## src/hdl/qpn_pkg.sv

```systemverilog
// Package for the quaternion product and normalize unit.
// Holds the request codes, the default component width and the queue depth.
// No dependencies.
package qpn_pkg;

    localparam int COMP_WIDTH  = 16;
    localparam int QUEUE_DEPTH = 4;
    localparam int TOP_BIT     = 29;

    localparam logic [1:0] REQ_PRODUCT   = 2'd0;
    localparam logic [1:0] REQ_NORM      = 2'd1;
    localparam logic [1:0] REQ_NORM_CONJ = 2'd2;
    localparam logic [1:0] REQ_CONJ      = 2'd3;

    typedef struct packed {
        logic s1_valid;
        logic s2_valid;
    } front_stat_t;

endpackage

```

## src/hdl/qpn_queue.sv

```systemverilog
// Short queue between the front end and the normalize pipeline.
// Depends on qpn_pkg for its default depth.
module qpn_queue #(
    parameter int DATA_W = 8,
    parameter int DEPTH  = qpn_pkg::QUEUE_DEPTH
) (
    input  logic                       clk,
    input  logic                       rst_n,
    input  logic                       push,
    input  logic [DATA_W-1:0]          push_data,
    output logic [$clog2(DEPTH+1)-1:0] level,
    output logic                       out_valid,
    output logic [DATA_W-1:0]          out_data
);

    localparam int AW = (DEPTH > 1) ? $clog2(DEPTH) : 1;
    localparam int CW = $clog2(DEPTH + 1);

    logic [DATA_W-1:0] mem [DEPTH];
    logic [AW-1:0]     wr_ptr_reg;
    logic [AW-1:0]     rd_ptr_reg;
    logic [CW-1:0]     count_reg;
    logic [CW-1:0]     count_next;
    logic              pop;
    logic              out_valid_reg;
    logic [DATA_W-1:0] out_data_reg;

    assign pop = (count_reg != '0);

    always_comb
    begin
        count_next = count_reg;
        if (push && !pop)
        begin
            count_next = count_reg + 1'b1;
        end
        else if (pop && !push)
        begin
            count_next = count_reg - 1'b1;
        end
    end

    always_ff @(posedge clk or negedge rst_n)
    begin
        if (!rst_n)
        begin
            wr_ptr_reg    <= '0;
            rd_ptr_reg    <= '0;
            count_reg     <= '0;
            out_valid_reg <= 1'b0;
        end
        else
        begin
            count_reg     <= count_next;
            out_valid_reg <= pop;
            if (push)
            begin
                wr_ptr_reg <= (wr_ptr_reg == AW'(DEPTH - 1)) ? '0 : wr_ptr_reg + 1'b1;
            end
            if (pop)
            begin
                rd_ptr_reg <= (rd_ptr_reg == AW'(DEPTH - 1)) ? '0 : rd_ptr_reg + 1'b1;
            end
        end
    end

    always_ff @(posedge clk)
    begin
        if (push)
        begin
            mem[wr_ptr_reg] <= push_data;
        end
        if (pop)
        begin
            out_data_reg <= mem[rd_ptr_reg];
        end
    end

    assign level     = count_reg;
    assign out_valid = out_valid_reg;
    assign out_data  = out_data_reg;

    // A write into a full queue would drop a transaction.
    a_no_overflow: assert property (@(posedge clk) disable iff (!rst_n)
        push |-> (count_reg != CW'(DEPTH)) || pop)
        else $error("queue overflow");

    a_level_bound: assert property (@(posedge clk) disable iff (!rst_n)
        count_reg <= CW'(DEPTH))
        else $error("queue level out of range");

endmodule

```

## config.mk

```make
export PLATFORM = sky130hd
export DESIGN_NAME = qpn_queue
export DESIGN_NICKNAME = d
export VERILOG_FILES = /design/src/hdl/qpn_pkg.sv /design/src/hdl/qpn_queue.sv
export SDC_FILE = /design/constraint.sdc
export NUM_CORES = 1
export LEC_CHECK = 0
export BUFFER_PORTS_ARGS = -buffer_cell sky130_fd_sc_hd__buf_2
export CELL_PAD_IN_SITES_DETAIL_PLACEMENT = 1
export CELL_PAD_IN_SITES_GLOBAL_PLACEMENT = 1
export CORE_ASPECT_RATIO = 0.9
export CORE_MARGIN = 2
export CORE_UTILIZATION = 48
export DETAILED_ROUTE_END_ITERATION = 12
export PLACE_DENSITY = 0.86
export SYNTH_ARGS = -nofsm -noshare
export SYNTH_HDL_FRONTEND = slang
export SYNTH_SLANG_ARGS = --single-unit
```

## constraint.sdc

```tcl
create_clock -name clk -period 1.85 [get_ports clk]
set_input_delay 0.2775 -clock clk [delete_from_list [all_inputs] [get_ports clk]]
set_output_delay 0.2775 -clock clk [all_outputs]
set_load 0.01 [all_outputs]
```

==> results of run 1 <==
cells by family after synthesis:
group / synth area share (%)
adder cells (fa/ha/maj): 4.138
AO/OA/AOI/OAI: 1.655
buffers and inverters: 1.103
multiplexers: 10.55
flip-flops: 77.24
XOR/XNOR: 1.931
AND/OR/NAND/NOR: 3.379
routing by layer:
metal  up-vias  wire length, um  global-route usage, %
met4         0               96                  10.05
met5         -                0                      0
met3        12              174                  5.616
met1       450             1289                  21.66
met2        31             1709                  28.85
li1        397                -                      -
area by class of cell:
cell class / instances / area (um^2)
multi-input cells: 35 / 392.9
inverters: 3 / 11.26
flip-flops and latches: 48 / 1401
well taps: 46 / 57.56
repair buffers: 25 / 135.1
fillers: 339 / 1580
clock buffers: 8 / 100.1
Yosys cell counts, drive strengths merged:
cell type	instances
or3	1
nor3	2
ha	6
mux2	1
edfxtp	40
xnor2	2
mux4	8
a21o	2
inv	3
xor2	2
nand2	2
buf	2
nor2	2
o21ai	3
and2	4
dfrtp	8
per-stage QoR:
stage / utilization [%] / total power, mW / hold slack (ns) / cell area [um^2] / std cells
final: 57.04 / 3.279 / 0.2011 / 2098 / 165
after floorplan: - / 2.295 / -0.01809 / 1814 / 88
after global routing: 57.04 / 3.485 / 0.1956 / 2098 / 165
after detailed placement: 54.05 / 2.668 / 0.1324 / 1988 / 156
after global placement: 54.05 / 2.571 / 0.1263 / 1988 / 156
after CTS: 57.04 / 3.323 / 0.1861 / 2098 / 165
where the power goes:
group          total (mW)  internal (mW)  leakage [nW]  switching (mW)
clock               0.653          0.341        0.0515           0.312
combinational       0.911          0.447         0.265           0.465
sequential           1.71           1.53         0.470           0.183
total                3.28           2.32         0.786           0.960
worst max-delay path, cell delays in order, from the launching register on:
cell,delay (ns)
dfrtp_1,0.46
nor3_2,0.09
ha_1,0.22
or3_1,0.32
a21o_1,0.20
xnor2_1,0.12
how the worst max path moves through the flow:
stage | slack, ns | to | cells after the start
after global routing | 0.27 | level[2] | 5
after floorplan | 0.35 | level[2] | 5
after global placement | 0.43 | level[2] | 5
after CTS | 0.33 | level[2] | 5
final | 0.32 | level[2] | 5
after detailed placement | 0.35 | mem[2][3] | 3
==> metrics, run 1 <==
Bufs on Longest Clock Path=2; Pleak=about 0.79 nW; dominant cell type by area after synthesis=edfxtp_1; status=finished, final reports clean; CP Class=register to register; fraction of layout cells with a size suffix above 1=34.45%; startpoint types=register; Final setup viols=0; Hold Path Origin=push_data[7]; CTS Buf Count=5; TritonCTS clock tree=built; vias in the first global route=1,019; Critical Path Source=level[0]; # diodes=0; max reg flops=32; Core ar.=3679 um^2; Max Fanout on Critical Path=6; Mapped Nets=105; reg2reg path depth=5; Starting Density=49.32%; Slew Limit Fails=0; Post-DP HPWL=~2.3 mm; # nets final=135; reg2reg start=level[0]; Min-Delay Path Class=primary input to register; Clock Root Buffer=clkbuf_8; clock period minus worst slack=1.526 ns; H-tree depth=2; drt via density=5.394; reg-to-reg slack, setup=0.32 ns; # IOs=23; FP Rows=21; actual slew at the worst max-slew pin=0.5003 ns; CTS Sinks=between 40 and 50; FF+latch count, synth=48; Total Wirelength=approximately 3.3 mm; Yosys cell types=18; Endpoint, Worst Hold=mem[3][7]; GPL Wtd Cong=0.7122; pwr dens=between 1500 and 2000 nW/um^2; setup ws final=0.3240 ns; Die X=approximately 70 um; per-cell routed wire length=19.82 um; crit share post-route=82.48%; Vias=about 900; area growth from synthesis to layout=15.66%; Post-Synthesis Cells=88; Worst Path Arrival=1.70 ns; Final Hold Fails=0; element type at the critical path end=register; insertion delay to the later sink of the worst-skew pair=between 0.2 and 0.3 ns; clock slew at reported path FFs=0.08 ns; pin count of the biggest net entering global routing=15; commonest non-fill, non-tap cell in the layout=edfxtp_1; RSZ-0062 raised after global routing=false; residual DRC count=0; Final ANT Viol Nets=0; final clock skew=between 0.008 and 0.009 ns; First DRT Iteration DRCs=80; drt pass-1 iters=4; Total GRT Usage=18.20%; hold_buf cts=1; setup_tns=0 ns; normalized max-slew margin=approximately 67%; dpl ws=between 0.3 and 0.4 ns; total setup buffers inserted after CTS=0; Die H=62.33 um; Max Cap Violations=0; total global routing overflow=0; Worst VDD drop=0.0006297 V; syn avg cell area=~20 um^2; Mapped Area=1814 um^2; fmax=about 660 MHz; register area share after synthesis=around 77%; antenna violations before repair=0; Die ar.=4288 um^2; RR Endpoint=level[2]; IO Port Bufs=22; Area contributors post-synth=edfxtp_1 66%, dfrtp_1 11%, mux4_2 9.9%; hold depth=1; Req. time, crit path=2.03 ns; Synth warnings=0; Resize count post-CTS=0; first-pass GRT wire length=5.250 mm; most frequent cells in the layout=40 x edfxtp_1, 22 x buf_2, 8 x mux4_2, 8 x dfrtp_1, 7 x clkbuf_8; Yosys top cell area share=66.21%
No activity file was read; power rests on OpenSTA's default activity.
==> run 2, diff against run 1 <==
--- a/config.mk
+++ b/config.mk
@@ -10,9 +10,9 @@
 export CELL_PAD_IN_SITES_GLOBAL_PLACEMENT = 1
 export CORE_ASPECT_RATIO = 0.9
 export CORE_MARGIN = 2
-export CORE_UTILIZATION = 48
+export CORE_UTILIZATION = 43
 export DETAILED_ROUTE_END_ITERATION = 12
-export PLACE_DENSITY = 0.86
+export PLACE_DENSITY = 0.82
 export SYNTH_ARGS = -nofsm -noshare
 export SYNTH_HDL_FRONTEND = slang
 export SYNTH_SLANG_ARGS = --single-unit
==> constraint.sdc (replaced) <==
create_clock -name clk -period 1.4 [get_ports clk]
set_input_delay 0.21 -clock clk [delete_from_list [all_inputs] [get_ports clk]]
set_output_delay 0.21 -clock clk [all_outputs]
set_load 0.01 [all_outputs]
==> run 2 against run 1 <==
Net effect: sequential cell count unchanged; combinational power increased by 56%; non-clock buffer count increased by 10; critical path type unchanged; highest routed layer unchanged.
==> metrics, run 2 (same netlist as run 1, synthesis figures left out) <==
status=finished, final reports clean; Bufs on Longest Clock Path=2; setup ws final=0.02408 ns; crit share post-route=about 98%; Max Cap Violations=0; metal2 WL=1.871 mm; fmax=726.8 MHz; # IOs=23; Starting Density=approximately 45%; actual slew at the worst max-slew pin=0.4658 ns; dpl ws=roughly 0.0033 ns; CP Cell Sequence=nor3_4, ha_4, or3_1, a21o_1, xnor2_1; commonest non-fill, non-tap cell in the layout=edfxtp_1; Met3 Routed Length=95 um; residual DRC count=0; Post-DP HPWL=2.451 mm; Req. time, crit path=1.58 ns; Final ANT Viol Nets=0; Worst Path Arrival=1.55 ns; Top Metal Used=met4; Core ar.=4074 um^2; H-tree depth=2; # nets final=around 150; final clock skew=roughly 0.012 ns; CTS Sinks=48; CP Class=register to register; Final Hold Fails=0; Pleak=0.8290 nW; Logic pwr share=31.9%; element type at the critical path end=register; CTS Buf Count=5; drt pass-1 iters=4; pwr dens=2034 nW/um^2; Metal-1 WL=approximately 1.3 mm; Slew Limit Fails=0; Clock Power Share=17.4%; GPL Wtd Cong=0.6720; First DRT Iteration DRCs=between 40 and 50; Bufs and invs on worst path=0; Min-Delay Path Class=primary input to register; Die H=65.62 um; most frequent cells in the layout=40 x edfxtp_1, 22 x buf_2, 11 x buf_4; TritonCTS clock tree=built; Die X=between 70 and 80 um; pin count of the biggest net entering global routing=15; first-pass GRT wire length=5.333 mm; vias in the first global route=1,055; Seq pwr share=50.7%; total global routing overflow=0; FP Rows=22; Clock Root Buffer=clkbuf_8; CP peak stage delay=0.41 ns; Die ar.=between 4000 and 5000 um^2; Worst VDD drop=0.001005 V; Total Wirelength=between 3 and 4 mm; IO Port Bufs=22; antenna violations before repair=0; critical path's slowest cell=dfrtp_2; drt via density=5.119; setup_tns=0 ns; startpoint types=register; Total GRT Usage=15.97%; Inst Count DP=167; fraction of layout cells with a size suffix above 1=42.97%; Max Fanout on Critical Path=3; Core Util, Final=~54%; insertion delay to the later sink of the worst-skew pair=0.30 ns; RSZ-0062 raised after global routing=true; net switching power=1.332 mW; clock period minus worst slack=around 1.4 ns; Non-Filler Instances=around 180; Crit path max-delay family=flip-flops; normalized max-slew margin=about 69%; # diodes=0; switching portion of total power=between 20% and 30%; P_int=between 3 and 4 mW; area growth from synthesis to layout=20.83%; Final setup viols=0; Vias=901; max reg flops=32; per-cell routed wire length=18.96 um; clock slew at reported path FFs=0.09 ns
[run 2: metal layers]
layer	global-route usage [%]	up-vias
met1	17.54	465
met2	29.01	18
met3	5.521	4
li1	-	414
met5	0	-
met4	4.861	0
[run 2: area by class of cell]
cell class / instances / area, um^2
fillers: 379 / 1882
clock buffers: 5 / 68.82
inverters: 3 / 11.26
well taps: 48 / 60.06
clock inverters: 2 / 12.51
multi-input cells: 35 / 411.6
flip-flops and latches: 48 / 1405
repair buffers: 35 / 222.7
[run 2: repair_timing]
action / in CTS / in global routing
endpoints found under the hold margin: 8 / 0
pin swaps: 0 / 1
setup buffers: 1 / 0
resized for setup: 0 / 1
hold buffers: 1 / 0
setup endpoints to repair: 1 / 10
[run 2: path summary, 6_finish.rpt]
check                                   from       endpoint  slack (ns)  depth (start not counted)
worst max-delay path                level[1]       level[2]        0.02                          5
max in group asynchronous              rst_n       level[1]        0.92                          2
worst min register to register      level[2]       level[2]        0.52                          1
worst max register to register      level[1]       level[2]        0.02                          5
worst min-delay path            push_data[2]      mem[0][2]        0.12                          1
min in group asynchronous              rst_n  wr_ptr_reg[1]        0.29                          2
[run 2: power groups by stage]
stage,clock [mW],combinational (mW),sequential (mW)
5_1_grt,0.863,1.57,2.31
6_report,0.777,1.42,2.26
3_3_place_gp,0,1.34,2.27
2_1_floorplan,0,0.764,2.32
3_5_place_dp,0,1.42,2.31
4_1_cts,0.810,1.46,2.27
[run 2: per-stage QoR]
stage	total power, mW	cell area [um^2]	hold WS [ns]
2_1_floorplan	3.080	1837	-0.08559
3_3_place_gp	3.605	2093	0.05769
3_5_place_dp	3.727	2093	0.06888
4_1_cts	4.541	2192	0.1186
5_1_grt	4.735	2192	0.1190
6_report	4.459	2192	0.1237
